[config.mk]
export PLATFORM = sky130hd
export DESIGN_NAME = bitmap_first_fit_chunk_allocator
export DESIGN_NICKNAME = d
export VERILOG_FILES = /design/src/rtl/core/bffca_pkg.sv /design/src/rtl/core/bitmap_first_fit_chunk_allocator.sv
export SDC_FILE = /design/constraint.sdc
export NUM_CORES = 2
export LEC_CHECK = 0
export ABC_AREA = 1
export BUFFER_PORTS_ARGS = -buffer_cell sky130_fd_sc_hd__buf_2
export CAP_MARGIN = 20
export CORE_MARGIN = 1.5
export CORE_UTILIZATION = 50
export CTS_CLUSTER_DIAMETER = 50
export DETAILED_ROUTE_END_ITERATION = 12
export PLACE_DENSITY = 0.66
export SKIP_LAST_GASP = 1
export SLEW_MARGIN = 10
export SYNTH_ARGS = -nofsm -noshare
export SYNTH_HDL_FRONTEND = slang
export SYNTH_SLANG_ARGS = --single-unit
[constraint.sdc]
create_clock -name clk -period 10.3 [get_ports clk]
set_input_delay 2.06 -clock clk [delete_from_list [all_inputs] [get_ports clk]]
set_output_delay 2.06 -clock clk [all_outputs]
set_load 0.01 [all_outputs]
[src/rtl/core/bffca_pkg.sv]
// Shared types and constants for the bitmap first-fit chunk allocator.
// Used by the allocator core and its port checker; depends on nothing.
package bffca_pkg;

  // Field widths of the request and result items.
  localparam int REQ_W       = 13;
  localparam int START_W     = 10;
  localparam int FPAY_W      = 11;
  localparam int STAT_W      = 2;
  localparam int PAY_W       = 11;
  localparam int CNT_W       = 11;
  localparam int IN_TDATA_W  = 40;
  localparam int OUT_TDATA_W = 40;

  localparam logic [REQ_W-1:0] MAX_REQUEST = 13'd4096;
  localparam logic [CNT_W-1:0] COUNT_MAX   = 11'd2047;

  localparam logic OP_ALLOC = 1'b0;
  localparam logic OP_FREE  = 1'b1;

  typedef enum logic [STAT_W-1:0] {
    STAT_OK       = 2'd0,
    STAT_NO_SPACE = 2'd1,
    STAT_BAD_FREE = 2'd2,
    STAT_BAD_REQ  = 2'd3
  } status_t;

  typedef enum logic [3:0] {
    S_WIPE,
    S_IDLE,
    S_DIV,
    S_PREP,
    S_SCAN,
    S_VERIFY,
    S_SET,
    S_CLR,
    S_FINISH
  } state_t;

endpackage

[src/rtl/core/bitmap_first_fit_chunk_allocator.sv]
// Bitmap first-fit chunk allocator: one byte-wide bitmap memory, one read pipe
// and a sequencer that scans, verifies, sets and clears runs. Uses bffca_pkg.
// An allocate passes S_DIV and S_PREP, scans the map from byte 0 and then sets
// the run it found; a free verifies the run and then clears it. The bitmap read
// port handles one byte a cycle.
// One item at a time: in_tready is low from acceptance until the result is staged.
// After reset the bitmap is wiped (all MAP_BYTES bytes, 128 by default) with in_tready low.
module bitmap_first_fit_chunk_allocator #(
  parameter int NUM_CHUNKS   = 1024,
  parameter int CHUNK_BYTES  = 4,
  parameter int HEADER_BYTES = 8
) (
  input  logic                                clk,
  input  logic                                rst_n,
  input  logic                                in_tvalid,
  output logic                                in_tready,
  // request_bytes[12:0], free_start[22:13], free_payload_chunks[33:23], zero pad
  input  logic [bffca_pkg::IN_TDATA_W-1:0]    in_tdata,
  // opcode[0]
  input  logic [0:0]                          in_tuser,
  output logic                                out_tvalid,
  input  logic                                out_tready,
  // status[1:0], run_start[11:2], payload_chunks[22:12], chunks_in_use[33:23], zero pad
  output logic [bffca_pkg::OUT_TDATA_W-1:0]   out_tdata
);
  import bffca_pkg::*;

  localparam int MAP_BYTES  = (NUM_CHUNKS + 7) / 8;
  localparam int AW         = (MAP_BYTES > 1) ? $clog2(MAP_BYTES) : 1;
  localparam int CLOG_N     = $clog2(NUM_CHUNKS + 1);
  localparam int IW         = (CLOG_N > 12) ? CLOG_N + 1 : 13;
  localparam int HDR_CHUNKS = (HEADER_BYTES + CHUNK_BYTES - 1) / CHUNK_BYTES;
  localparam int LOG_C      = $clog2(CHUNK_BYTES);
  localparam int SHIFT      = REQ_W + LOG_C;
  localparam int PW         = SHIFT + REQ_W;
  localparam int RECIP      = ((1 << SHIFT) + CHUNK_BYTES - 1) / CHUNK_BYTES;

  localparam logic [AW:0] LAST_BYTE = (AW + 1)'(MAP_BYTES - 1);

  state_t              state_r, state_nxt;
  logic [AW:0]         cnt_r, cnt_nxt;
  logic [AW:0]         last_r, last_nxt;
  logic                pend_r, pend_nxt;
  logic [AW-1:0]       pend_addr_r, pend_addr_nxt;
  logic [IW-1:0]       lo_r, lo_nxt;
  logic [IW-1:0]       hi_r, hi_nxt;
  logic [IW-1:0]       run_r, run_nxt;
  logic [IW-1:0]       total_r, total_nxt;
  logic [REQ_W-1:0]    num_r, num_nxt;
  logic [REQ_W-1:0]    pay_r, pay_nxt;
  logic                op_r, op_nxt;
  logic [FPAY_W-1:0]   fpay_r, fpay_nxt;
  logic                bad_r, bad_nxt;
  logic [CNT_W-1:0]    used_r, used_nxt;
  status_t             res_status_r, res_status_nxt;
  logic [START_W-1:0]  res_start_r, res_start_nxt;
  logic [PAY_W-1:0]    res_pay_r, res_pay_nxt;
  logic                out_valid_r, out_valid_nxt;
  status_t             out_status_r, out_status_nxt;
  logic [START_W-1:0]  out_start_r, out_start_nxt;
  logic [PAY_W-1:0]    out_pay_r, out_pay_nxt;
  logic [CNT_W-1:0]    out_used_r, out_used_nxt;

  logic [7:0]          mem [MAP_BYTES];
  logic [7:0]          rd_data_r;
  logic [AW-1:0]       rd_addr;
  logic                mem_we;
  logic [AW-1:0]       mem_waddr;
  logic [7:0]          mem_wdata;

  logic [REQ_W-1:0]    in_bytes;
  logic [START_W-1:0]  in_fstart;
  logic [FPAY_W-1:0]   in_fpay;
  logic [PW-1:0]       prod;
  logic [7:0]          mask_v;
  logic [IW-1:0]       run_v;
  logic                found_v;
  logic [IW-1:0]       end_v;
  logic                issue;
  logic                pass_last;

  assign in_bytes  = in_tdata[12:0];
  assign in_fstart = in_tdata[22:13];
  assign in_fpay   = in_tdata[33:23];

  assign out_tvalid = out_valid_r;
  assign out_tdata  = {6'b0, out_used_r, out_pay_r, out_start_r, out_status_r};

  // Ceiling division by the chunk size as a reciprocal multiply; exact for 13-bit operands.
  assign prod = PW'(num_r) * PW'(RECIP);

  assign rd_addr   = cnt_r[AW-1:0];
  assign issue     = (cnt_r <= last_r);
  assign pass_last = pend_r && ((AW + 1)'(pend_addr_r) == last_r);

  always_ff @(posedge clk) begin
    if (mem_we) begin
      mem[mem_waddr] <= mem_wdata;
    end
    rd_data_r <= mem[rd_addr];
  end

  // Chunks of the byte in flight that fall inside the current run.
  always_comb begin
    logic [IW-1:0] c_m;
    for (int b = 0; b < 8; b++) begin
      c_m       = IW'({pend_addr_r, 3'(b)});
      mask_v[b] = (c_m >= lo_r) && (c_m <= hi_r);
    end
  end

  // Free-run counter over the eight chunks of the byte in flight. Chunks past
  // the end of the map count as used, so a run never crosses the bound.
  always_comb begin
    logic [IW-1:0] c_v;
    run_v   = run_r;
    found_v = 1'b0;
    end_v   = '0;
    for (int b = 0; b < 8; b++) begin
      c_v = IW'({pend_addr_r, 3'(b)});
      if (!rd_data_r[b] && (c_v < IW'(NUM_CHUNKS))) begin
        run_v = run_v + 1'b1;
        if ((run_v == total_r) && !found_v) begin
          found_v = 1'b1;
          end_v   = c_v;
        end
      end else begin
        run_v = '0;
      end
    end
  end

  always_ff @(posedge clk) begin
    if (!rst_n) begin
      state_r     <= S_WIPE;
      cnt_r       <= '0;
      pend_r      <= 1'b0;
      used_r      <= '0;
      out_valid_r <= 1'b0;
    end else begin
      state_r     <= state_nxt;
      cnt_r       <= cnt_nxt;
      pend_r      <= pend_nxt;
      used_r      <= used_nxt;
      out_valid_r <= out_valid_nxt;
    end
  end

  always_ff @(posedge clk) begin
    last_r       <= last_nxt;
    pend_addr_r  <= pend_addr_nxt;
    lo_r         <= lo_nxt;
    hi_r         <= hi_nxt;
    run_r        <= run_nxt;
    total_r      <= total_nxt;
    num_r        <= num_nxt;
    pay_r        <= pay_nxt;
    op_r         <= op_nxt;
    fpay_r       <= fpay_nxt;
    bad_r        <= bad_nxt;
    res_status_r <= res_status_nxt;
    res_start_r  <= res_start_nxt;
    res_pay_r    <= res_pay_nxt;
    out_status_r <= out_status_nxt;
    out_start_r  <= out_start_nxt;
    out_pay_r    <= out_pay_nxt;
    out_used_r   <= out_used_nxt;
  end

  always_comb begin
    logic [IW-1:0]    hi_f;
    logic [IW-1:0]    lo_s;
    logic [REQ_W:0]   sum_v;

    state_nxt      = state_r;
    cnt_nxt        = cnt_r;
    last_nxt       = last_r;
    pend_nxt       = 1'b0;
    pend_addr_nxt  = cnt_r[AW-1:0];
    lo_nxt         = lo_r;
    hi_nxt         = hi_r;
    run_nxt        = run_r;
    total_nxt      = total_r;
    num_nxt        = num_r;
    pay_nxt        = pay_r;
    op_nxt         = op_r;
    fpay_nxt       = fpay_r;
    bad_nxt        = bad_r;
    used_nxt       = used_r;
    res_status_nxt = res_status_r;
    res_start_nxt  = res_start_r;
    res_pay_nxt    = res_pay_r;
    out_valid_nxt  = out_valid_r && !out_tready;
    out_status_nxt = out_status_r;
    out_start_nxt  = out_start_r;
    out_pay_nxt    = out_pay_r;
    out_used_nxt   = out_used_r;
    in_tready      = 1'b0;
    mem_we         = 1'b0;
    mem_waddr      = pend_addr_r;
    mem_wdata      = rd_data_r;
    hi_f           = IW'(in_fstart) + IW'(in_fpay) + IW'(HDR_CHUNKS) - 1'b1;
    lo_s           = end_v - total_r + 1'b1;
    sum_v          = (REQ_W + 1)'(used_r) + (REQ_W + 1)'(pay_r);

    // The four bitmap passes share one read pipe: issue byte cnt, handle it in the next cycle.
    if ((state_r == S_SCAN || state_r == S_VERIFY || state_r == S_SET || state_r == S_CLR)
        && issue) begin
      cnt_nxt  = cnt_r + 1'b1;
      pend_nxt = 1'b1;
    end

    case (state_r)
      S_WIPE: begin
        mem_we    = 1'b1;
        mem_waddr = cnt_r[AW-1:0];
        mem_wdata = '0;
        if (cnt_r == LAST_BYTE) begin
          cnt_nxt   = '0;
          state_nxt = S_IDLE;
        end else begin
          cnt_nxt = cnt_r + 1'b1;
        end
      end
      S_IDLE: begin
        in_tready = 1'b1;
        if (in_tvalid) begin
          op_nxt        = in_tuser[0];
          fpay_nxt      = in_fpay;
          res_start_nxt = '0;
          res_pay_nxt   = '0;
          if (in_tuser[0] == OP_ALLOC) begin
            if ((in_bytes == '0) || (in_bytes > MAX_REQUEST)) begin
              res_status_nxt = STAT_BAD_REQ;
              state_nxt      = S_FINISH;
            end else begin
              num_nxt   = in_bytes + REQ_W'(CHUNK_BYTES - 1);
              state_nxt = S_DIV;
            end
          end else begin
            if ((in_fpay != '0) && (hi_f < IW'(NUM_CHUNKS))) begin
              lo_nxt    = IW'(in_fstart);
              hi_nxt    = hi_f;
              cnt_nxt   = (AW + 1)'(in_fstart >> 3);
              last_nxt  = hi_f[AW+3:3];
              bad_nxt   = 1'b0;
              state_nxt = S_VERIFY;
            end else begin
              res_status_nxt = STAT_BAD_FREE;
              state_nxt      = S_FINISH;
            end
          end
        end
      end
      S_DIV: begin
        pay_nxt   = prod[SHIFT +: REQ_W];
        state_nxt = S_PREP;
      end
      S_PREP: begin
        total_nxt = IW'(pay_r) + IW'(HDR_CHUNKS);
        run_nxt   = '0;
        cnt_nxt   = '0;
        last_nxt  = LAST_BYTE;
        state_nxt = S_SCAN;
      end
      S_SCAN: begin
        if (pend_r) begin
          run_nxt = run_v;
          if (found_v) begin
            lo_nxt    = lo_s;
            hi_nxt    = end_v;
            cnt_nxt   = lo_s[AW+3:3];
            last_nxt  = end_v[AW+3:3];
            pend_nxt  = 1'b0;
            state_nxt = S_SET;
          end else if (pass_last) begin
            res_status_nxt = STAT_NO_SPACE;
            pend_nxt       = 1'b0;
            state_nxt      = S_FINISH;
          end
        end
      end
      S_VERIFY: begin
        if (pend_r) begin
          if ((rd_data_r & mask_v) != mask_v) begin
            bad_nxt = 1'b1;
          end
          if (pass_last) begin
            pend_nxt = 1'b0;
            if (bad_r || ((rd_data_r & mask_v) != mask_v)) begin
              res_status_nxt = STAT_BAD_FREE;
              state_nxt      = S_FINISH;
            end else begin
              cnt_nxt   = lo_r[AW+3:3];
              state_nxt = S_CLR;
            end
          end
        end
      end
      S_SET, S_CLR: begin
        if (pend_r) begin
          mem_we    = 1'b1;
          mem_wdata = (state_r == S_SET) ? (rd_data_r | mask_v) : (rd_data_r & ~mask_v);
          if (pass_last) begin
            pend_nxt       = 1'b0;
            res_status_nxt = STAT_OK;
            if (state_r == S_SET) begin
              res_start_nxt = lo_r[START_W-1:0];
              res_pay_nxt   = pay_r[PAY_W-1:0];
            end
            state_nxt = S_FINISH;
          end
        end
      end
      S_FINISH: begin
        if (!out_valid_r || out_tready) begin
          if (res_status_r == STAT_OK) begin
            if (op_r == OP_ALLOC) begin
              used_nxt = (sum_v > (REQ_W + 1)'(COUNT_MAX)) ? COUNT_MAX : sum_v[CNT_W-1:0];
            end else begin
              used_nxt = (used_r > fpay_r) ? (used_r - fpay_r) : '0;
            end
          end
          out_valid_nxt  = 1'b1;
          out_status_nxt = res_status_r;
          out_start_nxt  = res_start_r;
          out_pay_nxt    = res_pay_r;
          out_used_nxt   = (res_status_r == STAT_OK) ? used_nxt : used_r;
          state_nxt      = S_IDLE;
        end
      end
      default: begin
        state_nxt = S_IDLE;
      end
    endcase
  end

endmodule

[Word-level counts from Yosys, hierarchy flattened]
Memory sizes are Yosys's and may differ from the RTL's. A register that Yosys moved wholly into a read port is not among the register bits.
Cells that the tools add are included.
Cells by class
  $add $sub $neg: 18
  order comparisons: 21
  equality and inequality tests: 37
  multiplexer cells: 136
  bitwise gates (word level): 6
  reductions and logical operators: 56
Operators with widths (count)
  two-way mux 13 bit: 33
  two-way mux 8 bit: 17
  adder 13 x 1 -> 13 bit (second input constant): 9
  == test 13 bit: 8
  >= comparator 10 x 13 -> 1 bit: 8
  <= comparator 10 x 13 -> 1 bit: 8
  two-way mux 11 bit: 9
  one-hot mux 13 bit (2 select lines): 3
  two-way mux 10 bit: 6
  two-way mux 4 bit: 13
  one-hot mux 8 bit (5 select lines): 1
  two-way mux 1 bit: 32
  one-hot mux 4 bit (8 select lines): 1
  inequality test 2 bit (second input constant): 14
  two-way mux 2 bit: 12
  one-hot mux 8 bit (3 select lines): 1
  one-hot mux 11 bit (2 select lines): 1
  one-hot mux 10 bit (2 select lines): 1
  logical AND 1 bit: 19
  AND reduction 6 bit: 3
  AND 8 bit: 2
  == test 4 x 3 -> 1 bit (second input constant): 4
  one-hot mux 8 bit (2 select lines): 1
  adder 12 x 2 -> 13 bit (second input constant): 1
  other kinds (43): 67
Storage, ports and cells
  register bits after elaboration: 186
  RAM bits: 1024
  input port bits: 45
  output and inout port bits: 42
  logic and storage cells: 298
  memories kept: 1
Memory list
  mem: words 128, width 8, read ports 1, clocked after Yosys merged registers in 1, wr ports 1, line bitmap_first_fit_chunk_allocator.sv:64  | logic [7:0] mem [MAP_BYTES];

[Longest topological paths before layout]
  depth after elaboration: 37
  mapped depth: 60
  mapped depth without buffers: 60

[Worst setup path after synthesis]
Ideal clock, no wire load.
  path kind: register to register
  start point: reg state_r[2]
  end point: mem mem[0][0] (data pin)
  library setup time: 1.198 ns
  arrival: 6.205 ns
  required time: 9.102 ns
  setup slack: 2.898 ns
  cell stages (with the launch flop): 9
  path buffers: 1
  period minus slack after synthesis: 7.402 ns
  cells stage by stage: dfxtp_1 > inv_1 > nor2_1 > inv_1 > nor2_1 > inv_1 > clkbuf_1 > nand2_1 > o21ai_0
On the way
  word-level cells in the longest chain between the ends: 4
  elaborated cells on any way between the ends: 7
  classes of those cells: eq/ne (2); mux (3); reduce/logical (2)
Ends and longest elaborated chain
  start: declaration: line bitmap_first_fit_chunk_allocator.sv:40  | state_t state_r, state_nxt;
  start signal: assignment: line bitmap_first_fit_chunk_allocator.sv:141  | state_r <= state_nxt;
  == test 4 x 3 -> 1 bit: line bitmap_first_fit_chunk_allocator.sv:213, bitmap_first_fit_chunk_allocator.sv:303
  two-way mux 8 bit: line bitmap_first_fit_chunk_allocator.sv:303  | mem_wdata = (state_r == S_SET) ? (rd_data_r | mask_v) : (rd_data_r & ~mask_v);
  two-way mux 8 bit: line bitmap_first_fit_chunk_allocator.sv:301  | if (pend_r) begin
  one-hot mux 8 bit (2 select lines) (*): line bitmap_first_fit_chunk_allocator.sv:213  | case (state_r)
  named net mem_wdata[0]: line bitmap_first_fit_chunk_allocator.sv:69  | logic [7:0] mem_wdata;
  end: declaration: line bitmap_first_fit_chunk_allocator.sv:64
Mark *: on every way through the listed nets, which the timed path passes. The rest lies on a longest branch.

[Final worst setup path]
  start point: reg run_r[0]
  end point: reg lo_r[11] (data pin)
On the way
  word-level cells in the longest chain between the ends: 37
  elaborated cells on any way between the ends: 72
  classes of those cells: add/sub (10); eq/ne (8); mux (40); reduce/logical (14)
Ends and longest elaborated chain
  start: declaration: line bitmap_first_fit_chunk_allocator.sv:47  | logic [IW-1:0] run_r, run_nxt;
  start signal: assignment: line bitmap_first_fit_chunk_allocator.sv:154  | run_r <= run_nxt;
  adder 13 x 1 -> 13 bit (*): line bitmap_first_fit_chunk_allocator.sv:122  | run_v = run_v + 1'b1;
  branches (longest 30 deep; another with adder 13 x 1 -> 13 bit)
  two-way mux 13 bit (*): line bitmap_first_fit_chunk_allocator.sv:121  | if (!rd_data_r[b] && (c_v < IW'(NUM_CHUNKS))) begin
  subtractor 13 bit (*): line bitmap_first_fit_chunk_allocator.sv:203  | lo_s = end_v - total_r + 1'b1;
  adder 13 x 1 -> 13 bit (*): line bitmap_first_fit_chunk_allocator.sv:203
  two-way mux 13 bit (*): line bitmap_first_fit_chunk_allocator.sv:269  | if (found_v) begin
  two-way mux 13 bit (*): line bitmap_first_fit_chunk_allocator.sv:267  | if (pend_r) begin
  one-hot mux 13 bit (2 select lines) (*): line bitmap_first_fit_chunk_allocator.sv:213
  end signal: assignment: line bitmap_first_fit_chunk_allocator.sv:152  | lo_r <= lo_nxt;
  end: declaration: line bitmap_first_fit_chunk_allocator.sv:45  | logic [IW-1:0] lo_r, lo_nxt;
Mark *: on every way between the ends. The select of a mux whose other input is x is not followed.
A chain may end at the register's enable or synchronous reset.

==> metrics.md <==
| Metric | Value |
|---|---|
| Synth warn | 0 |
| Power Density | 256 nW/um2 |
| DP Area | 57000 um2 |
| WP data required | 10.86 ns |
| HP Class | flip-flop to flip-flop |
| GRT Util Overall | 0.265 |
| Share of cells above drive strength 1 | 0.0913 |
| R2r setup slk | 2.33 ns |
| P&R area growth vs syn | 11.4% |
| FF-to-FF End | lo_r[11] |
| Maximum VDD drop | 261 uV |
| Nets | 5223 |
| CP arrival | 8.52 ns |
| Clock sinks | 1214 |
| Tmin final | 7.97 ns |
| Top cells by area, synth | edfxtp_1 64%, nor2_1 6.1%, o21ai_0 5.8%, nand2_1 3.4%, nand3_1 2.4% |
| Row cnt | 121 |
| CTS tree | built |
| Inst Count DP | 6430 |
| Largest net degree at the start of global routing | 224 |
| Worst skew pair latency | 0.76 ns |
| Vias per inst | 5.89 |
| Starting Density | 0.506 |
| Worst flop-to-flop path startpoint | run_r[0] |
| First-pass GRT wire length | 225 mm |
| TritonRoute pass-1 iters | 6 |
| WS Path Type | flip-flop to flip-flop |
| Synthesized area per cell | 10.9 um2 |
| Post-synth EDFFs | 1174 |
| # IOs | 87 |
| Largest fanout on the critical path | 7 |
| Initial DRC count | 4569 |
| Final setup fails | 0 |
| Cell taking the most area after synthesis | edfxtp_1 |
| Worst-path clk slew | 0.06 ns |
| Die Area | 112000 um2 |
| Root buffer selected by CTS | clkbuf_16 |
| Post_cts resized | 0 |
| Worst Reg-to-Reg Cells | 54 |
| Remaining Overflow, GRT | 0 |
| Drc violations | 0 |
| Design area | 61500 um2 |
| Largest stage delay on the critical path | 0.54 ns |
| Post CTS Setup Buffer Count | 0 |
| Crit path capture type | flip-flop |
| CP max stage cell | edfxtp_1 |
| Lkg Pwr | 21.9 nW |
| Hold depth | 0 |
| Tcrit/Tclk final | 0.773 |
| FILL cells | 9051 |
| Post-synth cell types | 58 |
| Cell Area, Synth | 55200 um2 |
| Int Pwr | 10.0 mW |
| RSZ-0062 raised after global routing | no |
| GP Congestion | 0.923 |
| Maximum clock frequency | 0.126 GHz |
| Crit start category | flip-flop |
| Post-detail-place hpwl | 92.7 mm |
| Post-synthesis sequential area ratio | 0.653 |
| Post-Layout Cell Count | 6681 |
| Min-delay src | res_start_r[5] |
| # Max-Cap Violations | 0 |
| Layout Skew | 0.0443 ns |
| Tightest Pin Transition | 1.20 ns |
| Port bufs | 74 |
| Clock power frac | 0.306 |
| Synthesis-stage register bit count | 1214 |
| CTS Hold Bufs | 0 |
| Total number of vias | 39300 |
| Core box area | 109000 um2 |
| Max Root-Sink Buffers | 3 |
| Syn Inst Count | 5086 |
| Die Height | 335 um |
| CTS HTree Levels | 4 |
| Max Slew Vio Count | 0 |
| Drt total wl | 151 mm |
| Sequential power share | 0.402 |
| Net switching power | 5.70 mW |
| Setup TNS | 0 ns |
| Commonest register cell after synthesis | edfxtp_1 |
| Max transition margin | 0.189 |
| Final hold vios | 0 |
| Initial antenna violation count | 2 |
| Vias in the first global route | 36400 |
| Drt wl/cell | 22.6 um |
| WHS Endpoint | out_start_r[5] |
| Num CTS Buffers | 135 |
| Die Span X | 335 um |
| Outcome | finished clean |
| DRT antenna net count | 0 |
| Sw Share | 0.363 |
| Gate power share | 0.292 |
| Crit path top cell by count | nand2_1 |
| Share of synthesized registers carrying an async set or reset | 0 |
| Top cell type's share of synthesized area | 0.639 |
-- worst max-delay path, delay by kind of cell (launching register included) --
kind,cells,cell delay [ns]
buffers and inverters,8,0.63
adders and majority gates,5,1.60
AOI/OAI and AO/OA,8,1.19
and+or+nand+nor,33,3.78
DFF,1,0.54
-- area by class of cell --
class | instances | area, um2 | share of cell area
inverter | 357 | 1350 | 0.0220
timing repair buffer | 139 | 898 | 0.0146
clock inverter | 80 | 870 | 0.0141
multi-input combinational | 3247 | 16900 | 0.274
antenna | 1 | 2.50 | 0.0000407
sequential | 1214 | 36100 | 0.587
tap | 1476 | 1850 | 0.0300
clock buffer | 167 | 3580 | 0.0583
-- power by group through the flow --
stage | combinational (mW) | clock [mW] | sequential [mW]
after global routing | 4.95 | 5.05 | 6.34
after detailed placement | 4.48 | 0 | 6.43
after floorplan | 2.79 | 0 | 6.49
after CTS | 4.50 | 4.86 | 6.32
after global placement | 4.40 | 0 | 6.42
final | 4.60 | 4.81 | 6.32
-- cell usage after synthesis, drive strengths merged (6+ instances only) --
cell,n
edfxtp,1174
nor2,928
o21ai,653
nand2,544
inv,345
nand3,270
clkbuf,251
a21oi,167
o22ai,157
o221ai,110
xor2,89
ha,80
nor3,47
dfxtp,40
nand4,31
o211ai,30
a31oi,27
buf,22
nor4,16
clkinv,12
xnor2,11
a221oi,10
o21bai,10
or2,7
o41ai,6
-- state kept, by name (all words and copies together) (netlist names), 2 cells and up --
register      cells
state_r           4
cnt_r             8
used_r           11
run_r            13
total_r          12
out_pay_r        11
out_status_r      2
res_pay_r        11
out_used_r       11
num_r            11
res_status_r      2
hi_r             12
out_start_r      10
pend_addr_r       7
lo_r             13
res_start_r      10
mem            1024
pay_r            11
rd_data_r         8
last_r            8
fpay_r           11
-- how the worst max path moves through the flow --
stage          startpoint   endpoint  slack [ns]  cells after the start
6_report         run_r[0]   lo_r[11]        2.33                     54
5_1_grt          run_r[0]   lo_r[11]        1.43                     52
4_1_cts          run_r[0]   lo_r[11]        2.36                     54
3_5_place_dp     run_r[0]   lo_r[11]        2.46                     54
3_3_place_gp     run_r[0]   lo_r[11]        2.64                     52
2_1_floorplan  state_r[2]  mem[0][0]        2.90                      8
-- placed cells by master, fill, tap and decap left out, types with 6 or more instances in the layout --
cell type / instances
nand4_1: 29
nand3_2: 8
clkbuf_1: 28
edfxtp_1: 1174
o21ai_4: 8
ha_1: 80
inv_2: 26
a221oi_1: 10
a31oi_1: 27
o221ai_1: 110
o22ai_1: 156
nor2_1: 901
o21ai_0: 633
buf_4: 62
inv_1: 318
conb_1: 6
clkinv_2: 18
o41ai_1: 6
xor2_1: 89
nand2_1: 495
dfxtp_1: 37
nor2_2: 19
o21ai_1: 7
o21bai_1: 10
inv_6: 11
o211ai_1: 30
nand3_1: 262
xnor2_1: 11
a21oi_1: 166
clkbuf_16: 139
clkinv_1: 33
bufinv_16: 12
nor4_1: 16
nand2_2: 45
nor3_1: 45
buf_2: 74
nor2_4: 8
-- cells by family (layout without fill, tap and decap cells) --
family,count (synthesis),after routing,synth area share
compound gates,1198,1198,0.125
flops,1214,1214,0.653
xor+xnor,100,100,0.0159
buf+inv,630,743,0.0435
simple gates,1859,1859,0.142
fa+ha+maj,84,84,0.0196
other cells,1,7,0.0000679
-- metal layers --
metal | GRT usage | wire length (um) | up-vias
li1 | - | - | 18300
met1 | 0.382 | 63600 | 19000
met3 | 0.0474 | 14100 | 273
met4 | 0.0818 | 4160 | 2
met5 | 0 | 13 | -
met2 | 0.411 | 68900 | 1762
-- per-stage QoR --
step | utilization | setup slack [ns] | hold slack, ns | total power, mW
2_1_floorplan | - | 2.90 | 0.354 | 9.28
5_1_grt | 0.563 | 1.43 | 0.415 | 16.3
3_5_place_dp | 0.522 | 2.46 | 0.405 | 10.9
6_report | 0.563 | 2.33 | 0.408 | 15.7
4_1_cts | 0.563 | 2.36 | 0.410 | 15.7
3_3_place_gp | 0.522 | 2.64 | 0.403 | 10.8
Power figures use the tool's default switching activity.
